<file path="config.mk">
export PLATFORM = sky130hd
export DESIGN_NAME = ordered_process_queue
export DESIGN_NICKNAME = d
export VERILOG_FILES = /design/src/rtl/opq_pkg.sv /design/src/rtl/opq_mem.sv /design/src/rtl/opq_cmp.sv /design/src/rtl/ordered_process_queue.sv
export SDC_FILE = /design/constraint.sdc
export NUM_CORES = 2
export LEC_CHECK = 0
export BUFFER_PORTS_ARGS = -buffer_cell sky130_fd_sc_hd__buf_2
export CORE_MARGIN = 2
export CORE_UTILIZATION = 57
export DETAILED_ROUTE_END_ITERATION = 8
export GPL_ROUTABILITY_DRIVEN = 0
export PLACE_DENSITY = 0.74
export SLEW_MARGIN = 20
export SYNTH_ARGS = -nofsm -noshare
export SYNTH_HDL_FRONTEND = slang
export SYNTH_SLANG_ARGS = --single-unit
</file>
<file path="constraint.sdc">
create_clock -name clk -period 8.81 [get_ports clk]
set_input_delay 1.762 -clock clk [delete_from_list [all_inputs] [get_ports clk]]
set_output_delay 1.762 -clock clk [all_outputs]
set_load 0.01 [all_outputs]
</file>
<file path="src/rtl/opq_pkg.sv">
`default_nettype none
// ---------------------------------------------------------------------------
// opq_pkg
// Shared types and codes for the ordered process queue.
// ---------------------------------------------------------------------------
package opq_pkg;

    // One held entry: pid and every ordering key, so a later change of
    // order mode still compares against the stored keys.
    typedef struct packed {
        logic [15:0] pid;
        logic [7:0]  prio;
        logic [31:0] rdy;
        logic [31:0] iod;
        logic [31:0] arr;
    } opq_entry_t;

    // Opcodes
    localparam logic [1:0] OP_INSERT = 2'd0;
    localparam logic [1:0] OP_POP    = 2'd1;
    localparam logic [1:0] OP_QUERY  = 2'd2;

    // Result status codes
    localparam logic [2:0] STAT_OK    = 3'd0;
    localparam logic [2:0] STAT_DUP   = 3'd1;
    localparam logic [2:0] STAT_STATE = 3'd2;
    localparam logic [2:0] STAT_FULL  = 3'd3;
    localparam logic [2:0] STAT_EMPTY = 3'd4;

    // Queue kinds (state check)
    localparam logic [1:0] KIND_READY   = 2'd0;
    localparam logic [1:0] KIND_FUTURE  = 2'd1;
    localparam logic [1:0] KIND_BLOCKED = 2'd2;

    // Order modes; the remaining codes act as fifo
    localparam logic [2:0] ORD_READY = 3'd1;
    localparam logic [2:0] ORD_PRIO  = 3'd2;
    localparam logic [2:0] ORD_IO    = 3'd3;
    localparam logic [2:0] ORD_ARR   = 3'd4;

    // Process states
    localparam logic [2:0] PS_NEW      = 3'd0;
    localparam logic [2:0] PS_BLOCKED  = 3'd3;
    localparam logic [2:0] PS_FINISHED = 3'd4;

    // Configuration register indexes
    localparam logic CFG_KIND = 1'b0;
    localparam logic CFG_MODE = 1'b1;

    typedef enum logic [3:0] {
        ST_IDLE,
        ST_SCAN_RD,
        ST_SCAN_CMP,
        ST_DECIDE,
        ST_SHIFT_RD,
        ST_SHIFT_WR,
        ST_PLACE,
        ST_POP_RD,
        ST_POP_WR
    } opq_state_t;

endpackage
`default_nettype wire

</file>
<file path="src/rtl/opq_mem.sv">
`default_nettype none
// ---------------------------------------------------------------------------
// opq_mem
// Entry store: one write port, one read port with registered read data.
// ---------------------------------------------------------------------------
module opq_mem #(
    parameter int DEPTH = 16
) (
    input  wire logic                      clk,
    input  wire logic                      we,
    input  wire logic [$clog2(DEPTH)-1:0]  waddr,
    input  wire opq_pkg::opq_entry_t       wdata,
    input  wire logic [$clog2(DEPTH)-1:0]  raddr,
    output opq_pkg::opq_entry_t            rdata
);

    opq_pkg::opq_entry_t mem [DEPTH];
    opq_pkg::opq_entry_t rdata_reg;

    always_ff @(posedge clk)
    begin
        if (we)
        begin
            mem[waddr] <= wdata;
        end
        rdata_reg <= mem[raddr];
    end

    assign rdata = rdata_reg;

endmodule
`default_nettype wire

</file>
<file path="src/rtl/opq_cmp.sv">
`default_nettype none
// ---------------------------------------------------------------------------
// opq_cmp
// Shared compare unit: pid match and strict precedence under the order mode.
// ---------------------------------------------------------------------------
module opq_cmp (
    input  wire logic [2:0]           mode,
    input  wire opq_pkg::opq_entry_t  cand,
    input  wire opq_pkg::opq_entry_t  held,
    output logic                      pid_eq,
    output logic                      precedes
);

    logic pid_lt;

    assign pid_eq = (cand.pid == held.pid);
    assign pid_lt = (cand.pid < held.pid);

    always_comb
    begin
        case (mode)
            opq_pkg::ORD_READY:
                precedes = (cand.rdy != held.rdy) ? (cand.rdy < held.rdy) : pid_lt;
            opq_pkg::ORD_PRIO:
            begin
                if (cand.prio != held.prio)
                    precedes = (cand.prio < held.prio);
                else if (cand.rdy != held.rdy)
                    precedes = (cand.rdy < held.rdy);
                else
                    precedes = pid_lt;
            end
            opq_pkg::ORD_IO:
                precedes = (cand.iod != held.iod) ? (cand.iod < held.iod) : pid_lt;
            opq_pkg::ORD_ARR:
                precedes = (cand.arr != held.arr) ? (cand.arr < held.arr) : pid_lt;
            default:
                precedes = 1'b0;  // fifo: new entry goes to the tail
        endcase
    end

endmodule
`default_nettype wire

</file>
<file path="src/rtl/ordered_process_queue.sv">
`default_nettype none
// ---------------------------------------------------------------------------
// ordered_process_queue
// Bounded, sorted queue of process ids with insert, pop and query commands.
// ---------------------------------------------------------------------------
// Steps: insert and query read and compare every held entry, then decide; an
//   accepted insert moves each entry from the insert place toward the tail, then
//   writes the new one. Pop moves each remaining entry toward the head.
// One command at a time; each held entry is read from the entry memory, then
// compared or moved. A new command is taken only once the last one is done.
// Reset clears the count, sequencer state, configuration and done, not the
// working registers or the entry memory; done cannot stall.
module ordered_process_queue #(
    parameter int QUEUE_DEPTH = 16
) (
    input  wire logic        clk,
    input  wire logic        rst_n,
    // configuration write port
    input  wire logic        cfg_we,
    input  wire logic        cfg_idx,
    input  wire logic [2:0]  cfg_wdata,
    // command side
    input  wire logic        start,
    output logic             busy,
    input  wire logic [1:0]  opcode,
    input  wire logic [15:0] proc_id,
    input  wire logic [2:0]  proc_state,
    input  wire logic [7:0]  prio_level,
    input  wire logic [31:0] ready_time,
    input  wire logic [31:0] io_done_time,
    input  wire logic [31:0] arrive_time,
    // result side
    output logic             done,
    output logic [2:0]       status,
    output logic [15:0]      popped_id,
    output logic             found,
    output logic [15:0]      head_id,
    output logic             is_empty,
    output logic [4:0]       entry_total
);

    localparam int AW = (QUEUE_DEPTH > 1) ? $clog2(QUEUE_DEPTH) : 1;
    localparam int CW = $clog2(QUEUE_DEPTH + 1);

    // Sequencer and working registers
    opq_pkg::opq_state_t state_reg, state_next;
    logic [1:0]          op_reg, op_next;
    opq_pkg::opq_entry_t item_reg, item_next;
    logic [2:0]          pstate_reg, pstate_next;
    logic [CW-1:0]       idx_reg, idx_next;
    logic [CW-1:0]       pos_reg, pos_next;
    logic                posf_reg, posf_next;
    logic                dup_reg, dup_next;

    // Architectural state
    logic [CW-1:0]       fill_reg, fill_next;
    logic [15:0]         head_reg, head_next;
    logic [1:0]          kind_reg, kind_next;
    logic [2:0]          mode_reg, mode_next;

    // Result registers
    logic                done_reg, done_next;
    logic [2:0]          status_reg, status_next;
    logic [15:0]         popped_reg, popped_next;
    logic                found_reg, found_next;

    // Memory and compare unit hookup
    logic                mem_we;
    logic [AW-1:0]       mem_waddr;
    opq_pkg::opq_entry_t mem_wdata;
    logic [AW-1:0]       mem_raddr;
    opq_pkg::opq_entry_t mem_rdata;
    logic                cmp_eq;
    logic                cmp_prec;
    logic                state_ok;

    opq_mem #(
        .DEPTH (QUEUE_DEPTH)
    ) u_mem (
        .clk   (clk),
        .we    (mem_we),
        .waddr (mem_waddr),
        .wdata (mem_wdata),
        .raddr (mem_raddr),
        .rdata (mem_rdata)
    );

    opq_cmp u_cmp (
        .mode     (mode_reg),
        .cand     (item_reg),
        .held     (mem_rdata),
        .pid_eq   (cmp_eq),
        .precedes (cmp_prec)
    );

    // Does the latched process state suit this queue kind?
    always_comb
    begin
        case (kind_reg)
            opq_pkg::KIND_READY:
                state_ok = !(pstate_reg == opq_pkg::PS_NEW ||
                             pstate_reg == opq_pkg::PS_BLOCKED ||
                             pstate_reg == opq_pkg::PS_FINISHED);
            opq_pkg::KIND_FUTURE:  state_ok = (pstate_reg == opq_pkg::PS_NEW);
            opq_pkg::KIND_BLOCKED: state_ok = (pstate_reg == opq_pkg::PS_BLOCKED);
            default:               state_ok = 1'b1;
        endcase
    end

    // Next state and datapath control
    always_comb
    begin
        state_next  = state_reg;
        op_next     = op_reg;
        item_next   = item_reg;
        pstate_next = pstate_reg;
        idx_next    = idx_reg;
        pos_next    = pos_reg;
        posf_next   = posf_reg;
        dup_next    = dup_reg;
        fill_next   = fill_reg;
        head_next   = head_reg;
        kind_next   = kind_reg;
        mode_next   = mode_reg;
        done_next   = 1'b0;
        status_next = status_reg;
        popped_next = popped_reg;
        found_next  = found_reg;

        mem_we      = 1'b0;
        mem_waddr   = idx_reg[AW-1:0];
        mem_wdata   = mem_rdata;
        mem_raddr   = idx_reg[AW-1:0];

        // Configuration is to be written only while idle; the block itself does not enforce it
        if (cfg_we)
        begin
            unique case (cfg_idx)
                opq_pkg::CFG_KIND: kind_next = cfg_wdata[1:0];
                opq_pkg::CFG_MODE: mode_next = cfg_wdata;
                default:           mode_next = mode_reg;
            endcase
        end

        unique case (state_reg)
            opq_pkg::ST_IDLE:
            begin
                if (start)
                begin
                    // Latch the command and clear the scan flags
                    op_next     = opcode;
                    item_next   = '{pid: proc_id, prio: prio_level, rdy: ready_time,
                                    iod: io_done_time, arr: arrive_time};
                    pstate_next = proc_state;
                    idx_next    = '0;
                    pos_next    = fill_reg;
                    posf_next   = 1'b0;
                    dup_next    = 1'b0;
                    popped_next = '0;
                    found_next  = 1'b0;
                    status_next = opq_pkg::STAT_OK;
                    unique case (opcode) inside
                        opq_pkg::OP_INSERT, opq_pkg::OP_QUERY:
                        begin
                            state_next = (fill_reg == '0) ? opq_pkg::ST_DECIDE
                                                          : opq_pkg::ST_SCAN_RD;
                        end
                        opq_pkg::OP_POP:
                        begin
                            if (fill_reg == '0)
                            begin
                                status_next = opq_pkg::STAT_EMPTY;
                                done_next   = 1'b1;
                            end
                            else
                            begin
                                popped_next = head_reg;
                                if (fill_reg == CW'(1))
                                begin
                                    fill_next = '0;
                                    done_next = 1'b1;
                                end
                                else
                                begin
                                    idx_next   = CW'(1);
                                    state_next = opq_pkg::ST_POP_RD;
                                end
                            end
                        end
                        default:
                        begin
                            done_next = 1'b1;  // unused opcode: no change
                        end
                    endcase
                end
            end

            opq_pkg::ST_SCAN_RD:
            begin
                state_next = opq_pkg::ST_SCAN_CMP;
            end

            opq_pkg::ST_SCAN_CMP:
            begin
                // Note duplicates and the first entry the new one precedes
                if (cmp_eq)
                    dup_next = 1'b1;
                if (cmp_prec && !posf_reg)
                begin
                    pos_next  = idx_reg;
                    posf_next = 1'b1;
                end
                if (idx_reg == fill_reg - CW'(1))
                    state_next = opq_pkg::ST_DECIDE;
                else
                begin
                    idx_next   = idx_reg + CW'(1);
                    state_next = opq_pkg::ST_SCAN_RD;
                end
            end

            opq_pkg::ST_DECIDE:
            begin
                state_next = opq_pkg::ST_IDLE;
                if (op_reg == opq_pkg::OP_QUERY)
                begin
                    found_next = dup_reg;
                    done_next  = 1'b1;
                end
                else if (dup_reg)
                begin
                    status_next = opq_pkg::STAT_DUP;
                    done_next   = 1'b1;
                end
                else if (!state_ok)
                begin
                    status_next = opq_pkg::STAT_STATE;
                    done_next   = 1'b1;
                end
                else if (fill_reg == CW'(QUEUE_DEPTH))
                begin
                    status_next = opq_pkg::STAT_FULL;
                    done_next   = 1'b1;
                end
                else
                begin
                    idx_next   = fill_reg;
                    state_next = (pos_reg == fill_reg) ? opq_pkg::ST_PLACE
                                                       : opq_pkg::ST_SHIFT_RD;
                end
            end

            opq_pkg::ST_SHIFT_RD:
            begin
                mem_raddr  = AW'(idx_reg - CW'(1));
                state_next = opq_pkg::ST_SHIFT_WR;
            end

            opq_pkg::ST_SHIFT_WR:
            begin
                // Move one entry down toward the tail
                mem_we   = 1'b1;
                idx_next = idx_reg - CW'(1);
                if (idx_reg - CW'(1) == pos_reg)
                    state_next = opq_pkg::ST_PLACE;
                else
                    state_next = opq_pkg::ST_SHIFT_RD;
            end

            opq_pkg::ST_PLACE:
            begin
                mem_we    = 1'b1;
                mem_waddr = pos_reg[AW-1:0];
                mem_wdata = item_reg;
                fill_next = fill_reg + CW'(1);
                if (pos_reg == '0)
                    head_next = item_reg.pid;
                done_next  = 1'b1;
                state_next = opq_pkg::ST_IDLE;
            end

            opq_pkg::ST_POP_RD:
            begin
                state_next = opq_pkg::ST_POP_WR;
            end

            opq_pkg::ST_POP_WR:
            begin
                // Move one entry up toward the head
                mem_we    = 1'b1;
                mem_waddr = AW'(idx_reg - CW'(1));
                if (idx_reg == CW'(1))
                    head_next = mem_rdata.pid;
                if (idx_reg == fill_reg - CW'(1))
                begin
                    fill_next  = fill_reg - CW'(1);
                    done_next  = 1'b1;
                    state_next = opq_pkg::ST_IDLE;
                end
                else
                begin
                    idx_next   = idx_reg + CW'(1);
                    state_next = opq_pkg::ST_POP_RD;
                end
            end

            default:
            begin
                state_next = opq_pkg::ST_IDLE;
            end
        endcase
    end

    // Control state
    always_ff @(posedge clk or negedge rst_n)
    begin
        if (!rst_n)
        begin
            state_reg <= opq_pkg::ST_IDLE;
            fill_reg  <= '0;
            kind_reg  <= '0;
            mode_reg  <= '0;
            done_reg  <= 1'b0;
        end
        else
        begin
            state_reg <= state_next;
            fill_reg  <= fill_next;
            kind_reg  <= kind_next;
            mode_reg  <= mode_next;
            done_reg  <= done_next;
        end
    end

    // Payload and working registers
    always_ff @(posedge clk)
    begin
        op_reg     <= op_next;
        item_reg   <= item_next;
        pstate_reg <= pstate_next;
        idx_reg    <= idx_next;
        pos_reg    <= pos_next;
        posf_reg   <= posf_next;
        dup_reg    <= dup_next;
        head_reg   <= head_next;
        status_reg <= status_next;
        popped_reg <= popped_next;
        found_reg  <= found_next;
    end

    // Results; queue view comes straight from the post-step state
    assign busy        = (state_reg != opq_pkg::ST_IDLE);
    assign done        = done_reg;
    assign status      = status_reg;
    assign popped_id   = popped_reg;
    assign found       = found_reg;
    assign is_empty    = (fill_reg == '0);
    assign head_id     = is_empty ? 16'd0 : head_reg;
    assign entry_total = 5'(fill_reg);

endmodule
`default_nettype wire

</file>
After elaboration in Yosys (flattened, before gate mapping)
Memory sizes are Yosys's and may differ from the RTL's. A register that Yosys moved wholly into a read port is not among the register bits.
Index checks and enable logic that the tools add are counted.
- logic and storage cells: 185
- memories kept: 1
- bits in writable memories: 1920
- register bits after elaboration: 188
- input bits: 133
- $add $sub $neg: 4
- reduce and logical (&&, ||, !) cells: 31
- eq/ne operators: 49
- magnitude comparators: 5
- multiplexer cells: 74
- bitwise logic cells: 1
- memories (name ; words ; bits a word ; read ports ; clocked after Yosys merged registers in ; wr ports ; RTL line ; RTL):
    u_mem.mem ; 16 ; 120 ; 1 ; 1 ; 1 ; opq_mem.sv:17 ; opq_pkg::opq_entry_t mem [DEPTH];
- operator list (operator ; number):
    $mux 120 ; 1
    $lt 32x32->1 ; 3
    $ne 32x32->1 ; 3
    $mux 5 ; 13
    $mux 16 ; 3
    $mux 3 ; 12
    $pmux 16 s2 ; 1
    $pmux 4 s8 ; 1
    $ne 2x2->1 const B ; 15
    $mux 1 ; 22
    $pmux 5 s4 ; 1
    $eq 16x16->1 ; 1
    $eq 4x3->1 const B ; 4
    $lt 16x16->1 ; 1
    $mux 4 ; 4
    $pmux 4 s2 ; 2
    $eq 5x5->1 ; 3
    $pmux 5 s3 ; 1
    $reduce_and 3->1 ; 4
    $add 5x1->5 const B ; 2
    $eq 5x1->1 const B ; 2
    $logic_not 5->1 ; 2
    $pmux 5 s2 ; 1
    $sub 5x1->5 const B ; 2
    other kinds (35) ; 60

Longest topological paths before layout
- word-level depth: 9
- mapped depth: 10

Modules after synthesis
Synthesis repeated with hierarchy kept, for this count alone.
- cells, all modules: 4410
- area, all modules: 85981.2 um^2
- modules (own cells, without submodules) (module ; area an instance (um^2) ; instances ; cells an instance ; seq. area each (um^2)):
    opq_mem ; 74008.5 ; 1 ; 3066 ; 60057.6
    ordered_process_queue ; 8909.8 ; 1 ; 913 ; 5570.3
    opq_cmp ; 3062.9 ; 1 ; 431 ; 0.0

Worst setup path before layout
No wires, ideal clock.
- kind: register to register
- from: register state_reg[3]
- to: memory u_mem.mem[8][0] (netlist bit) (enable)
- arrival time: 6.931 ns
- path slack: 1.278 ns
- stages on the path, launching flop included: 8
- clock period less this slack: 7.532 ns
- cell sequence: dfrtp_1 clkbuf_1 nor4b_2 nor2_1 o21bai_1 a222oi_1 nand2b_1 nor2_1
- cells in the longest elaborated chain, start to end: 5
- RTL lines (element ; RTL line ; RTL):
    from (decl) ; ordered_process_queue.sv:46 ; opq_pkg::opq_state_t state_reg, state_next;
    from (signal assigned) ; ordered_process_queue.sv:319 ; state_reg <= opq_pkg::ST_IDLE;
    from (signal assigned) ; ordered_process_queue.sv:327 ; state_reg <= state_next;
    $eq 4x4->1 / $eq 4x3->1 (equally long branches) ; ordered_process_queue.sv:145 ; unique case (state_reg)
    $reduce_or 3->1 (no line) ; n/a ;
    $mux 1 ; ordered_process_queue.sv:145 ;
    $mux 1 ; opq_mem.sv:22 ; if (we)
    $mux 1 (not written as such) ; opq_mem.sv:24 ; mem[waddr] <= wdata;
    to (decl) ; opq_mem.sv:17 ;
Parallel ways exist; a longest one is shown, timed or not.

Worst setup path in the final report
- from: register fill_reg[4] (netlist: entry_total[4])
- to: output port head_id[14]
- cells in the longest elaborated chain, start to end: 2
- RTL lines (element ; RTL line ; RTL):
    from (decl) ; ordered_process_queue.sv:56 ; logic [CW-1:0] fill_reg, fill_next;
    from (signal assigned) ; ordered_process_queue.sv:328 ; fill_reg <= fill_next;
    $logic_not 5->1 ; ordered_process_queue.sv:357 ; assign is_empty = (fill_reg == '0);
    $mux 16 ; ordered_process_queue.sv:358 ; assign head_id = is_empty ? 16'd0 : head_reg;
    to (decl) ; ordered_process_queue.sv:37 ; output logic [15:0] head_id,
Every way passes these cells.

==> results.toml <==
[timing]
setup_viol = 0
timing.final.ws_setup_ns = 3.85
hold_violations = 0
post-route-min-period_ns = 4.96
relSlewSlack = 0.169
clock_skew_ns = 0.0391
slew_viol_final = 0
tns_ns = 0
rsz0062_at_grt = "false"
period_share = 0.563
max_freq_ghz = 0.202
tightestPinTransition_ns = 1.25
whs_ns = 0.604

[setup_path]
worstSetupPathType = "reg2out"
crit_arrival_ns = 3.20
start_kind = "flip-flop"
crit_path_end_kind = "output pin"
cp.required_ns = 7.05
critPathMaxFanout = 19

[power_and_ir_drop]
seqPwrFrac = 0.423
leakage_nw = 32.0
internal-power_mw = 24.3
switchingPower_mw = 10.2
combPwrFrac = 0.308
swShare = 0.295
powerDensity_mw_per_mm2 = 354
peakVddDrop_uv = 367
clkPwrFrac = 0.269

[floorplanning]
coreArea_sq_mm = 0.150
die_h_microns = 392
rows = 142
ios = 177
die_area_sq_mm = 0.154
die_w_microns = 392
initial_core_util = 0.574

[logic_synthesis]
synthTopCellsByCount = "edfxtp_1 (2,093), mux4_2 (600), nand2_1 (207)"
synth-async-reset-ratio = 0.00673
synthCells = 3998
ys_seq_area_frac = 0.763
syn_area_per_cell_sq_um = 21.5
yosys_warnings = 0
synth.distinct_cells = 66
synth_top_area_frac = 0.731
synth_top_flop_cell = "edfxtp_1"
synth_area_leaders = "edfxtp_1 (73%), mux4_2 (16%), dfxtp_1 (2.8%)"
ys_ff_latch = 2228
synth.most_common_cell = "edfxtp_1"
synth_area_sq_mm = 0.0860
yosysTopAreaCell = "edfxtp_1"
synth-edff-count = 2093
synth_nets = 4258

[grt]
grt_pass1_vias = 42900
grt_max_degree = 167
gr-total-overflow = 0
grt_antenna_before_repair = 3
grtUsageTotal = 0.258
grt_pass1_wl_microns = 286000

[clock_tree]
clock_latency_ns = 0.84
cts_tree = "done"
cts_setup_buffers = 0
clkTransAtPathRegs_ns = 0.06
htreeDepth = 4
cts_buffer_depth = 3
clkSinkCount = 2228
ctsHoldBuffers = 0
cts.repair.resized = 0
clockRootBuffer = "clkbuf_16"
cts_buffers = 212

[final_layout]
largest_register_ffs = 1920
nFillCells = 9403
fin_nets = 4634
drive_above_1_share = 0.290
area_growth_pct = 13.3

[routing]
drt_iter0_drc = 5276
ant_nets = 0
firstDrtPassIters = 6
route.detailed.drc = 0
dr_total_vias = 41900
wl_per_cell_microns = 29.6
drt_wl_total_microns = 195000
vias_per_cell = 6.37

[placement]
dp_slack_ns = 3.97
portBuffers = 176
hpwl_microns = 103000

[worst_hold_path]
hp-class = "reg2reg"

[flow_run]
drv_cap = 0

[run_status]
status = "finished clean"
## cell type report
class                   count  area, sq um  share of cell area
flip-flops and latches   2228        65600               0.674
multi-input cells        1437        19100               0.196
clock buffers             272         5740              0.0590
well taps                2016         2520              0.0259
repair buffers            345         2370              0.0243
clock inverters           126         1450              0.0148
inverters                 150          571             0.00586
diodes                      1         2.50           0.0000257
## cell usage in the layout, fill, tap and decap left out, drive strengths merged, types with 4 or more instances in the layout
cell,synthesis,routed
a211oi,7,7
a21o,13,13
a21oi,47,47
a221o,8,8
a31oi,6,6
and4,7,7
buf,86,344
bufinv,0,25
clkbuf,97,272
clkinv,1,81
clkinvlp,0,14
dfrtp,15,15
dfxtp,120,120
edfxtp,2093,2093
ha,127,127
inv,149,156
mux2,10,10
mux4,600,600
nand2,207,207
nand2b,14,14
nand3,22,22
nand3b,4,4
nand4,22,22
nor2,70,70
nor2b,7,7
nor3,11,11
nor3b,6,6
nor4,5,5
o211ai,6,6
o21ai,160,160
o221ai,4,4
xnor2,18,18
xor2,9,9
## power by group through the flow
stage / clock [mW] / sequential [mW] / combinational, mW
3_3_place_gp: 0 / 14.8 / 10.3
3_5_place_dp: 0 / 14.8 / 10.5
6_report: 9.29 / 14.6 / 10.6
5_1_grt: 9.82 / 14.7 / 11.4
2_1_floorplan: 0 / 14.6 / 7.62
4_1_cts: 9.40 / 14.6 / 10.6
## through the flow
stage,util,area [sq um],power [mW],std cells
floorplan,-,86000,22.3,3998
global route,0.650,97400,35.9,6575
global placement,0.601,90100,25.1,6170
CTS,0.650,97300,34.6,6571
finish,0.650,97400,34.5,6575
detailed placement,0.602,90100,25.3,6173
## final timing paths
path / from / endpoint / slack, ns / cells past startpoint
worst max-delay path: entry_total[4]$_DFFE_PN0P_ / head_id[14] / 3.85 / 5
worst min-delay path: head_reg[11]$_DFFE_PP_ / popped_id[11]$_SDFFCE_PN0P_ / 0.60 / 2
worst max register to register: state_reg[1]$_DFFE_PN0P_ / u_mem.mem[10][47]$_DFFE_PP_ / 4.02 / 8
worst min register to register: head_reg[11]$_DFFE_PP_ / popped_id[11]$_SDFFCE_PN0P_ / 0.60 / 2
max in group asynchronous: rst_n / entry_total[1]$_DFFE_PN0P_ / 7.63 / 1
min in group asynchronous: rst_n / mode_reg[2]$_DFFE_PN0P_ / 0.86 / 1
## routing by layer
layer	wire length, microns	global-route usage	share of wire
met5	27	0	0.00014
met4	4780	0.0734	0.025
met3	18400	0.0523	0.095
met2	94000	0.403	0.48
met1	77400	0.376	0.40
## logic make-up (layout without fill, tap and decap cells)
family	Yosys count	in the layout	synth area share
flip-flops	2228	2228	0.763
multiplexers	610	610	0.158
AND/OR/NAND/NOR	387	387	0.0205
buffers and inverters	333	893	0.0170
AO/OA/AOI/OAI	285	285	0.0195
adder cells (fa/ha/maj)	127	127	0.0185
XOR/XNOR	28	28	0.00301
other	0	1	0
## critical path: stages, from the launching register on
cell and delay (ns):
dfrtp_1 0.59, nor3_1 0.45, nand2_1 0.75, nand2_1 0.37, inv_1 0.06, buf_2 0.14
Power figures use the tool's default switching activity.
